### config.mk
export PLATFORM = sky130hd
export DESIGN_NAME = path_byte_escape_encoder
export DESIGN_NICKNAME = d
export VERILOG_FILES = /design/src/rtl/pbe_pkg.sv /design/src/rtl/path_byte_escape_encoder.sv /design/src/rtl/pbe_encoder.sv
export SDC_FILE = /design/constraint.sdc
export NUM_CORES = 1
export LEC_CHECK = 0
export ABC_AREA = 0
export BUFFER_PORTS_ARGS = -buffer_cell sky130_fd_sc_hd__buf_2
export CAP_MARGIN = 20
export CORE_MARGIN = 3
export CORE_UTILIZATION = 45
export CTS_CLUSTER_DIAMETER = 60
export CTS_CLUSTER_SIZE = 40
export DETAILED_ROUTE_END_ITERATION = 8
export PLACE_DENSITY_LB_ADDON = 0.25
export SYNTH_ARGS = -nofsm -noshare
export SYNTH_HDL_FRONTEND = slang
export SYNTH_SLANG_ARGS = --single-unit
### constraint.sdc
create_clock -name clock -period 4.7 [get_ports clock]
set_input_delay 0.705 -clock clock [delete_from_list [all_inputs] [get_ports clock]]
set_output_delay 0.705 -clock clock [all_outputs]
set_load 0.005 [all_outputs]
### src/rtl/pbe_pkg.sv
// Package for the path byte escape encoder: run type, character codes and
// register indexes. No dependencies.
package pbe_pkg;

   // Longest run of output bytes caused by one input item
   localparam int unsigned RUN_MAX = 5;
   localparam int unsigned CNT_W   = 3;

   typedef logic [7:0] byte_type;

   typedef struct packed {
      logic [RUN_MAX-1:0][7:0] bytes;   // left packed, element 0 goes first
      logic [CNT_W-1:0]        cnt;     // number of valid bytes, 0..RUN_MAX
   } run_type;

   typedef struct packed {
      logic escape_mode;
      logic quote_mode;
      logic qmark_mode;
      logic indicator_mode;
   } mode_type;

   typedef enum logic [1:0] {
      CSR_ESCAPE    = 2'd0,
      CSR_QUOTE     = 2'd1,
      CSR_QMARK     = 2'd2,
      CSR_INDICATOR = 2'd3
   } csr_index_type;

   localparam logic ACT_BYTE = 1'b0;
   localparam logic ACT_END  = 1'b1;

   localparam byte_type CH_BSLASH = 8'h5C;
   localparam byte_type CH_QUOTE  = 8'h22;
   localparam byte_type CH_QMARK  = 8'h3F;
   localparam byte_type CH_COLON  = 8'h3A;
   localparam byte_type CH_STAR   = 8'h2A;
   localparam byte_type CH_ZERO   = 8'h30;
   localparam byte_type CH_SPACE  = 8'h20;
   localparam byte_type CH_TILDE  = 8'h7E;
   localparam byte_type CH_BANG   = 8'h21;

   localparam logic [31:0] TYPE_APPL = 32'h4150_504C;

endpackage

### src/rtl/path_byte_escape_encoder.sv
// Top level of the path byte escape encoder.
// Depends on pbe_pkg and pbe_encoder.
//
// Formats a file name into its displayed text, one output byte per
// transfer on the rsp_ channel. Feed the name bytes with req_action 0, then
// one end item with req_action 1 carrying the directory flag and the
// four-character type code. Each item yields zero to five bytes (an
// opening quote plus a four-byte octal escape at most); rsp_last_of_run
// marks the final byte of an item. Every item is encoded in the cycle it is
// accepted and parked in a one-entry holding register; a separate output
// run register then plays the bytes out, one per cycle while rsp_stall is
// low. The single output byte lane sets the rate: an item producing n bytes
// occupies the output for n transfers, an item with no bytes is dropped, and
// with the output never stalled a new item follows as soon as the previous
// run plays its last byte. Mode registers are sampled when an item is
// accepted, so write them only while the block is idle.
module path_byte_escape_encoder import pbe_pkg::*; (
   input  logic        clock,
   input  logic        reset,
   // input items
   input  logic        req_valid,
   output logic        req_stall,
   input  logic        req_action,
   input  logic [7:0]  req_char_byte,
   input  logic        req_is_directory,
   input  logic [31:0] req_file_type,
   // output bytes
   output logic        rsp_valid,
   input  logic        rsp_stall,
   output logic [7:0]  rsp_out_byte,
   output logic        rsp_last_of_run,
   // configuration
   input  logic        csr_we,
   input  logic [1:0]  csr_index,
   input  logic        csr_wdata
);

   mode_type          mode_ff, mode_in;
   logic              at_start_ff, at_start_in;

   // holding register: one encoded item waiting for the output
   logic              enc_valid_ff, enc_valid_in;
   run_type           enc_run_ff, enc_run_in;

   // output run register
   logic              act_valid_ff, act_valid_in;
   run_type           act_run_ff, act_run_in;
   logic [CNT_W-1:0]  act_idx_ff, act_idx_in;

   run_type           new_run;
   logic              req_xfer, rsp_xfer, act_last, act_free, enc_move;

   pbe_encoder u_encoder (
      .action        (req_action),
      .char_byte     (req_char_byte),
      .is_directory  (req_is_directory),
      .file_type     (req_file_type),
      .mode          (mode_ff),
      .at_name_start (at_start_ff),
      .run           (new_run)
   );

   // Handshake decode
   assign act_last  = (act_idx_ff == act_run_ff.cnt - CNT_W'(1));
   assign rsp_xfer  = act_valid_ff && !rsp_stall;
   assign act_free  = !act_valid_ff || (rsp_xfer && act_last);
   assign enc_move  = enc_valid_ff && act_free;
   assign req_stall = enc_valid_ff && !act_free;
   assign req_xfer  = req_valid && !req_stall;

   assign rsp_valid       = act_valid_ff;
   assign rsp_out_byte    = act_run_ff.bytes[act_idx_ff];
   assign rsp_last_of_run = act_last;

   always_comb begin
      mode_in = mode_ff;
      if (csr_we) begin
         case (csr_index_type'(csr_index))
            CSR_ESCAPE:    mode_in.escape_mode    = csr_wdata;
            CSR_QUOTE:     mode_in.quote_mode     = csr_wdata;
            CSR_QMARK:     mode_in.qmark_mode     = csr_wdata;
            CSR_INDICATOR: mode_in.indicator_mode = csr_wdata;
            default:       mode_in = mode_ff;
         endcase
      end

      // A name byte ends the name start; an end item opens a new name
      at_start_in = req_xfer ? (req_action == ACT_END) : at_start_ff;

      // Holding register: load on transfer, drop items with an empty run
      enc_valid_in = enc_valid_ff;
      enc_run_in   = enc_run_ff;
      if (req_xfer) begin
         enc_valid_in = (new_run.cnt != '0);
         enc_run_in   = new_run;
      end else if (enc_move) begin
         enc_valid_in = 1'b0;
      end

      // Output run: advance on transfer, reload from the holding register, empty after the last byte
      act_valid_in = act_valid_ff;
      act_run_in   = act_run_ff;
      act_idx_in   = act_idx_ff;
      if (enc_move) begin
         act_valid_in = 1'b1;
         act_run_in   = enc_run_ff;
         act_idx_in   = '0;
      end else if (act_free) begin
         act_valid_in = 1'b0;
      end else if (rsp_xfer) begin
         act_idx_in = act_idx_ff + CNT_W'(1);
      end
   end

   always_ff @(posedge clock) begin
      if (reset) begin
         mode_ff      <= '0;
         at_start_ff  <= 1'b1;
         enc_valid_ff <= 1'b0;
         act_valid_ff <= 1'b0;
         act_idx_ff   <= '0;
      end else begin
         mode_ff      <= mode_in;
         at_start_ff  <= at_start_in;
         enc_valid_ff <= enc_valid_in;
         act_valid_ff <= act_valid_in;
         act_idx_ff   <= act_idx_in;
      end
   end

   // Payload, no reset
   always_ff @(posedge clock) begin
      enc_run_ff <= enc_run_in;
      act_run_ff <= act_run_in;
   end

endmodule

### src/rtl/pbe_encoder.sv
// Combinational encoder: turns one input item into its run of output bytes.
// Depends on pbe_pkg.
module pbe_encoder import pbe_pkg::*; (
   input  logic        action,
   input  logic [7:0]  char_byte,
   input  logic        is_directory,
   input  logic [31:0] file_type,
   input  mode_type    mode,
   input  logic        at_name_start,
   output run_type     run
);

   always_comb begin
      byte_type                body [4];
      logic [CNT_W-1:0]        body_cnt;
      byte_type                tail;
      logic                    open_q;
      logic [CNT_W-1:0]        n_quote;
      logic                    ind_on;
      byte_type                ind_ch;
      logic [RUN_MAX-1:0][7:0] bytes;
      logic [CNT_W-1:0]        cnt;

      // Two-character escape tail, zero when the byte has none
      case (char_byte)
         8'h5C:   tail = CH_BSLASH;
         8'h0A:   tail = 8'h6E;   // n
         8'h08:   tail = 8'h62;   // b
         8'h0D:   tail = 8'h72;   // r
         8'h09:   tail = 8'h74;   // t
         8'h0C:   tail = 8'h66;   // f
         8'h20:   tail = CH_SPACE;
         8'h22:   tail = CH_QUOTE;
         default: tail = 8'h00;
      endcase

      body[0]  = char_byte;
      body[1]  = 8'h00;
      body[2]  = 8'h00;
      body[3]  = 8'h00;
      body_cnt = CNT_W'(1);
      if (mode.escape_mode) begin
         if (tail != 8'h00) begin
            body[0]  = CH_BSLASH;
            body[1]  = tail;
            body_cnt = CNT_W'(2);
         end else if (!(char_byte >= CH_BANG && char_byte <= CH_TILDE)) begin
            body[0]  = CH_BSLASH;
            body[1]  = CH_ZERO | {6'd0, char_byte[7:6]};
            body[2]  = CH_ZERO | {5'd0, char_byte[5:3]};
            body[3]  = CH_ZERO | {5'd0, char_byte[2:0]};
            body_cnt = CNT_W'(4);
         end
      end else if (mode.qmark_mode &&
                   !(char_byte >= CH_SPACE && char_byte <= CH_TILDE)) begin
         body[0] = CH_QMARK;
      end

      open_q  = at_name_start && mode.quote_mode;
      n_quote = mode.quote_mode ? (at_name_start ? CNT_W'(2) : CNT_W'(1))
                                : CNT_W'(0);
      ind_on  = mode.indicator_mode && (is_directory || file_type == TYPE_APPL);
      ind_ch  = is_directory ? CH_COLON : CH_STAR;

      bytes = '0;
      if (action == ACT_BYTE) begin
         // Shift the body right by one when the opening quote leads
         for (int i = 0; i < RUN_MAX; i++) begin
            if (open_q) begin
               bytes[i] = (i == 0) ? CH_QUOTE : body[(i + 3) % 4];
            end else begin
               bytes[i] = (i < 4) ? body[i % 4] : 8'h00;
            end
         end
         cnt = body_cnt + CNT_W'(open_q);
      end else begin
         for (int i = 0; i < RUN_MAX; i++) begin
            bytes[i] = (CNT_W'(i) < n_quote) ? CH_QUOTE : ind_ch;
         end
         cnt = n_quote + CNT_W'(ind_on);
      end

      run.bytes = bytes;
      run.cnt   = cnt;
   end

endmodule

* After elaboration in Yosys (flattened, before gate mapping)
Cells that the tools add are included.
Word-level totals: bits in registers 96, bits in latches 0, memory bits (writable) 0, bits in read-only memories 0, input port bits 50, output and inout port bits 11, memories 0
Operators by class: add/sub/neg operators 4, $mul 0, div/mod/pow operators 0, order comparisons 9, equal/unequal tests 13, shifts and indexed selects 0, muxes and demuxes 31, bitwise operators 1, reduce and logical (&&, ||, !) cells 28
Operators with widths (count):
- 8-bit two-way mux | 13
- 7-bit case mux with 8 select lines | 1
- 8-bit by 4-bit == test with 1-bit output, second input constant | 5
- 40-bit two-way mux | 1
- 32-bit by 31-bit == test with 1-bit output, second input constant | 1
- 16-bit two-way mux | 2
- 32-bit two-way mux | 1
- 8-bit binary-select mux with 3-bit select | 1
- 24-bit two-way mux | 1
- 8-bit by 6-bit == test with 1-bit output, second input constant | 2
- 8-bit by 6-bit >= comparator with 1-bit output, second input constant | 2
- 3-bit two-way mux | 5
- 1-bit logical AND | 10
- 2-bit AND reduction | 5
- 8-bit by 7-bit == test with 1-bit output, second input constant | 1
- 8-bit by 7-bit <= comparator with 1-bit output, second input constant | 1
- 8-bit nonzero test | 1
- 3-bit by 1-bit adder with 3-bit output | 2
- 1-bit by 3-bit less-than comparator with 1-bit output, first input constant | 2
- 2-bit by 3-bit less-than comparator with 1-bit output, first input constant | 2
- 1-bit logical NOT | 5
- 5-bit two-way mux | 1
- 2-bit == test, second input constant | 2
- 3-bit by 4-bit less-than comparator with 1-bit output, second input constant | 1
- other kinds (13) | 18

* Longest topological paths before layout
depth in word-level cells 9, mapped depth 12, mapped depth without buffers 10

* Hierarchy
Synthesis repeated with hierarchy kept, for this count alone.
Unflattened totals: cells, all modules 346, area, all modules 4583.1 µm²
By module, submodules not included:
- path_byte_escape_encoder | times used 1, cells each 183, area each 3503.4 µm²
- pbe_encoder | times used 1, cells each 163, area each 1079.8 µm²

* Least setup slack after synthesis
OpenSTA, ideal clock, no wires.
path type register -> register, start point reg act_run_ff[0] (netlist bit), end point reg enc_run_ff[0] (netlist bit) (enable), setup time 0.439 ns, data arrival time 3.011 ns, path slack 1.251 ns, stages on the path, launching flop included 8, path buffers 0, period minus slack after synthesis 3.449 ns, path through edfxtp_1 -> inv_1 -> ha_1 -> xnor3_1 -> nand3_1 -> o21ai_1 -> nor2_1 -> nor2b_1
Between the ends: word-level cells in the longest chain between the ends 8
RTL lines:
- start: declaration | line path_byte_escape_encoder.sv:47 | run_type act_run_ff, act_run_in;
- start signal: assignment | line path_byte_escape_encoder.sv:134 | act_run_ff <= act_run_in;
- 3-bit by 1-bit subtractor with 3-bit output | line path_byte_escape_encoder.sv:64 | assign act_last = (act_idx_ff == act_run_ff.cnt - CNT_W'(1));
- 3-bit == test | line path_byte_escape_encoder.sv:64
- 1-bit logical AND | line path_byte_escape_encoder.sv:66 | assign act_free = !act_valid_ff || (rsp_xfer && act_last);
- 1-bit logical OR | line path_byte_escape_encoder.sv:66
- 1-bit logical NOT | line path_byte_escape_encoder.sv:68 | assign req_stall = enc_valid_ff && !act_free;
- 1-bit logical AND | line path_byte_escape_encoder.sv:68
- net req_stall | line path_byte_escape_encoder.sv:22 | output logic req_stall,
- 1-bit logical NOT | line path_byte_escape_encoder.sv:69 | assign req_xfer = req_valid && !req_stall;
- 1-bit logical AND | line path_byte_escape_encoder.sv:69
- net req_xfer | line path_byte_escape_encoder.sv:51 | logic req_xfer, rsp_xfer, act_last, act_free, enc_move;
- end signal: assignment | line path_byte_escape_encoder.sv:133 | enc_run_ff <= enc_run_in;
- end: declaration | line path_byte_escape_encoder.sv:43 | run_type enc_run_ff, enc_run_in;
The timed path passes the listed nets, and every way through them passes these cells. A chain may end at the register's enable or synchronous reset.

* Worst setup path after layout
start point reg act_idx_ff[2], end point out req_stall
Between the ends: word-level cells in the longest chain between the ends 5
RTL lines:
- start: declaration | line path_byte_escape_encoder.sv:48 | logic [CNT_W-1:0] act_idx_ff, act_idx_in;
- start signal: assignment | line path_byte_escape_encoder.sv:127 | act_idx_ff <= act_idx_in;
- 3-bit == test | line path_byte_escape_encoder.sv:64
- 1-bit logical AND | line path_byte_escape_encoder.sv:66
- 1-bit logical OR | line path_byte_escape_encoder.sv:66
- 1-bit logical NOT | line path_byte_escape_encoder.sv:68
- 1-bit logical AND | line path_byte_escape_encoder.sv:68
- end: declaration | line path_byte_escape_encoder.sv:22
Every way passes these cells.

==> impl_metrics.tcl <==
set metrics [dict create \
    arrival_ns 2.38 \
    syn_nets 380 \
    drv_slew 0 \
    h-tree-depth 3 \
    grt_pass1_vias 2553 \
    synth_cells 324 \
    switching_power_mw 0.349 \
    cts_buffers 9 \
    tns_ns 0 \
    internal-power_mw 1.26 \
    rsz0062_at_grt "false" \
    clock_latency_ns 0.35 \
    setup_viol 0 \
    status "finished, final reports clean" \
    endpoint_kind "output pin" \
    wl_per_cell_um 15.7 \
    crit_required_ns 3.99 \
    seq_area_frac_synth_pct 60.8 \
    max_slew.worst_pin.slew_ns 1.06 \
    fin_crit_ns 3.08 \
    avgSynthCellArea_um2 12.3 \
    worstPathMaxFanout 14 \
    synth-main-ff-cell "edfxtp_1" \
    synth.area.top_cells "edfxtp_1 (56%), dfxtp_1 (5.0%), mux2i_1 (4.5%)" \
    root_buffer "clkbuf_8" \
    min_period_over_period_pct 65.6 \
    synth.distinct_cells 62 \
    r2r_end "enc_run_ff[5]" \
    post-cts-setup-buffers 0 \
    power.density_nw_per_um2 351 \
    irDropWorstVdd_v 0.000165 \
    die_x_um 100 \
    grt_antenna_before_repair 0 \
    final_util_pct 54.6 \
    die_area_um2 10000 \
    worstSetupEndpoint "req_stall" \
    cts_sinks 84 \
    reg2reg_from "act_idx_ff[2]" \
    n_antenna_cell 0 \
    rrSetupSlack_ns 1.77 \
    ctsLongestPathBuffers 2 \
    routed_via_density 5.35 \
    hold_class "flop to flop" \
    pwr-share-seq_pct 53.6 \
    rr_worst_depth 5 \
    cts_tree "done" \
    ys_warn_count 0 \
    fillers 744 \
    clockPowerShare_pct 38.1 \
    num_rows 33 \
    drc 0 \
    synth_seq_cells 84 \
    wl_mm 7.71 \
    grt_pass1_wl_mm 12.7 \
    nets 437 \
    path_clk_slew_ns 0.09 \
    fmax_mhz 324 \
    cp-startpoint "act_idx_ff[2]" \
    coreArea_um2 8420 \
    fin_area_um2 4600 \
    comb_power_share_pct 8.3 \
    p_leak_nw 1.74 \
    num_vias 2628 \
    yosysTopAreaCell "edfxtp_1" \
    synth_edf_count 74 \
    synthArstFlopShare_pct 0 \
    dp.cells 475 \
    holdWs_ns 0.419 \
    drt_iter0_markers 155 \
    synth_top_area_share_pct 55.8 \
    boundaryPins 61 \
    start_kind "flop" \
    place_area_um2 4360 \
    hold_viol_final 0 \
    drv_cap 0 \
    swShare_pct 21.6 \
    layout.cells.non_filler 491 \
    grt_usage_pct 16.2 \
    port-buffer-count 60 \
    dieHeight_um 100 \
    slew_headroom_pct 29.2 \
    drive_gt1_share_pct 25.1 \
    worstSetupPathType "flop to output pin" \
    ant_nets 0 \
    initial_core_util_pct 47.3 \
    grt_max_degree 39 \
    ctsHoldBuffers 0 \
    worst_clock_skew_ns 0.0101 \
    worst_hold_startpoint "enc_run_ff[1]" \
    cts_resized 0 \
    overflow 0 \
    synth_area_um2 3980 \
    area_growth_pct 15.5 \
    gp_congestion 0.878 \
    firstDrtPassIters 4 \
    hpwl_mm 5.53 \
]
==> worst min-delay path by stage <==
| stage | to | slack (ns) | cells after the start |
|---|---|---|---|
| floorplan | act_run_ff[0] | 0.40 | 0 |
| CTS | act_run_ff[1] | 0.42 | 0 |
| global route | act_run_ff[5] | 0.43 | 0 |
| finish | act_run_ff[1] | 0.42 | 0 |
| detailed placement | act_run_ff[30] | 0.40 | 0 |
| global placement | act_run_ff[31] | 0.40 | 0 |
==> critical path, cell delays in order (launching register included) <==
cell and delay (ns):
dfxtp_1 0.74, xnor3_1 0.51, nand3_1 0.17, o21ai_1 0.14, nor2_1 0.30, buf_2 0.18
==> flip-flops by register name, indices dropped and copies added (netlist names) <==
| register | cells |
|---|---|
| at_start_ff | 1 |
| rsp_valid | 1 |
| mode_ff | 4 |
| act_idx_ff | 3 |
| act_run_ff | 37 |
| enc_valid_ff | 1 |
| enc_run_ff | 37 |
==> per-layer routing <==
metal / wire, um / track usage (%) / vias to the layer above
met4: 120 / 5.18 / 0
met1: 3870 / 23.5 / 1249
met5: 0 / 0 / -
met2: 3460 / 24.6 / 45
li1: - / - / 1323
met3: 252 / 3.47 / 11
==> placed cells by master (no fill, tap or decap), types with 3 or more instances in the layout <==
cell       synthesis  routed
a21oi_1           20      20
and2_1             4       4
buf_2              2      60
bufinv_16          0       3
clkbuf_8           0       9
dfxtp_1           10      10
edfxtp_1          74      74
ha_1               6       6
inv_1             12      12
mux2_2             3       3
mux2i_1           18      18
nand2_1           26      26
nand2b_1           5       5
nand3_1            6       6
nand4_1            4       4
nor2_1            28      28
nor2b_1            4       3
nor3_1             6       6
nor3b_1            3       3
nor4b_1            3       3
o21ai_0           14      14
o22ai_1            6       6
o31ai_1            4       4
xor2_1             5       5
==> synthesized netlist by cell type (all sizes together) (2+ instances only) <==
library cell  count
and2              4
a21oi            20
nor2b             5
mux2              3
o21ai            17
buf               5
dfxtp            10
nand3             6
edfxtp           74
clkbuf           11
nor4bb            2
o31ai             4
nor4              2
and3              2
ha                6
o21a              2
nor2             29
nand2            26
o22ai             6
a31oi             2
nand4             4
or2               2
and3b             2
o211ai            2
nand2b            5
nand3b            2
xor2              5
a22oi             2
o2bb2ai           2
mux2i            18
nor4b             4
nor3b             3
nor3              7
inv              12
==> per-stage QoR <==
step | power, mW | worst slack, ns
2_1_floorplan | 0.962 | 1.25
3_3_place_gp | 1.01 | 1.51
3_5_place_dp | 1.02 | 1.51
4_1_cts | 1.63 | 1.59
5_1_grt | 1.68 | 1.42
6_report | 1.61 | 1.62
==> power groups by stage <==
stage	clock (mW)	combinational [mW]	sequential, mW
after floorplan	0	0.0818	0.880
after global placement	0	0.132	0.882
after detailed placement	0	0.133	0.883
after CTS	0.626	0.134	0.866
after global routing	0.660	0.151	0.870
final	0.614	0.134	0.866
==> area by class of cell <==
type / instances / area, um^2 / share of cell area, %
Clock buffer: 9 / 124 / 2.69
Clock inverter: 7 / 123 / 2.66
Inverter: 13 / 48.8 / 1.06
Multi-Input combinational cell: 211 / 1440 / 31.3
Sequential cell: 84 / 2420 / 52.6
Tap cell: 105 / 131 / 2.85
Timing Repair Buffer: 62 / 315 / 6.85
==> logic make-up (layout without fill, tap and decap cells) <==
family          count (synthesis)  count (layout)  share of synthesized area [%]
simple gates                  109             109                           14.8
flops                          84              84                           60.8
compound gates                 68              68                           11.7
buf+inv                        29              91                           3.27
mux                            22              22                           5.94
fa+ha+maj                       6               6                           1.88
xor+xnor                        6               6                           1.66
(Power assumes the default switching activity.)
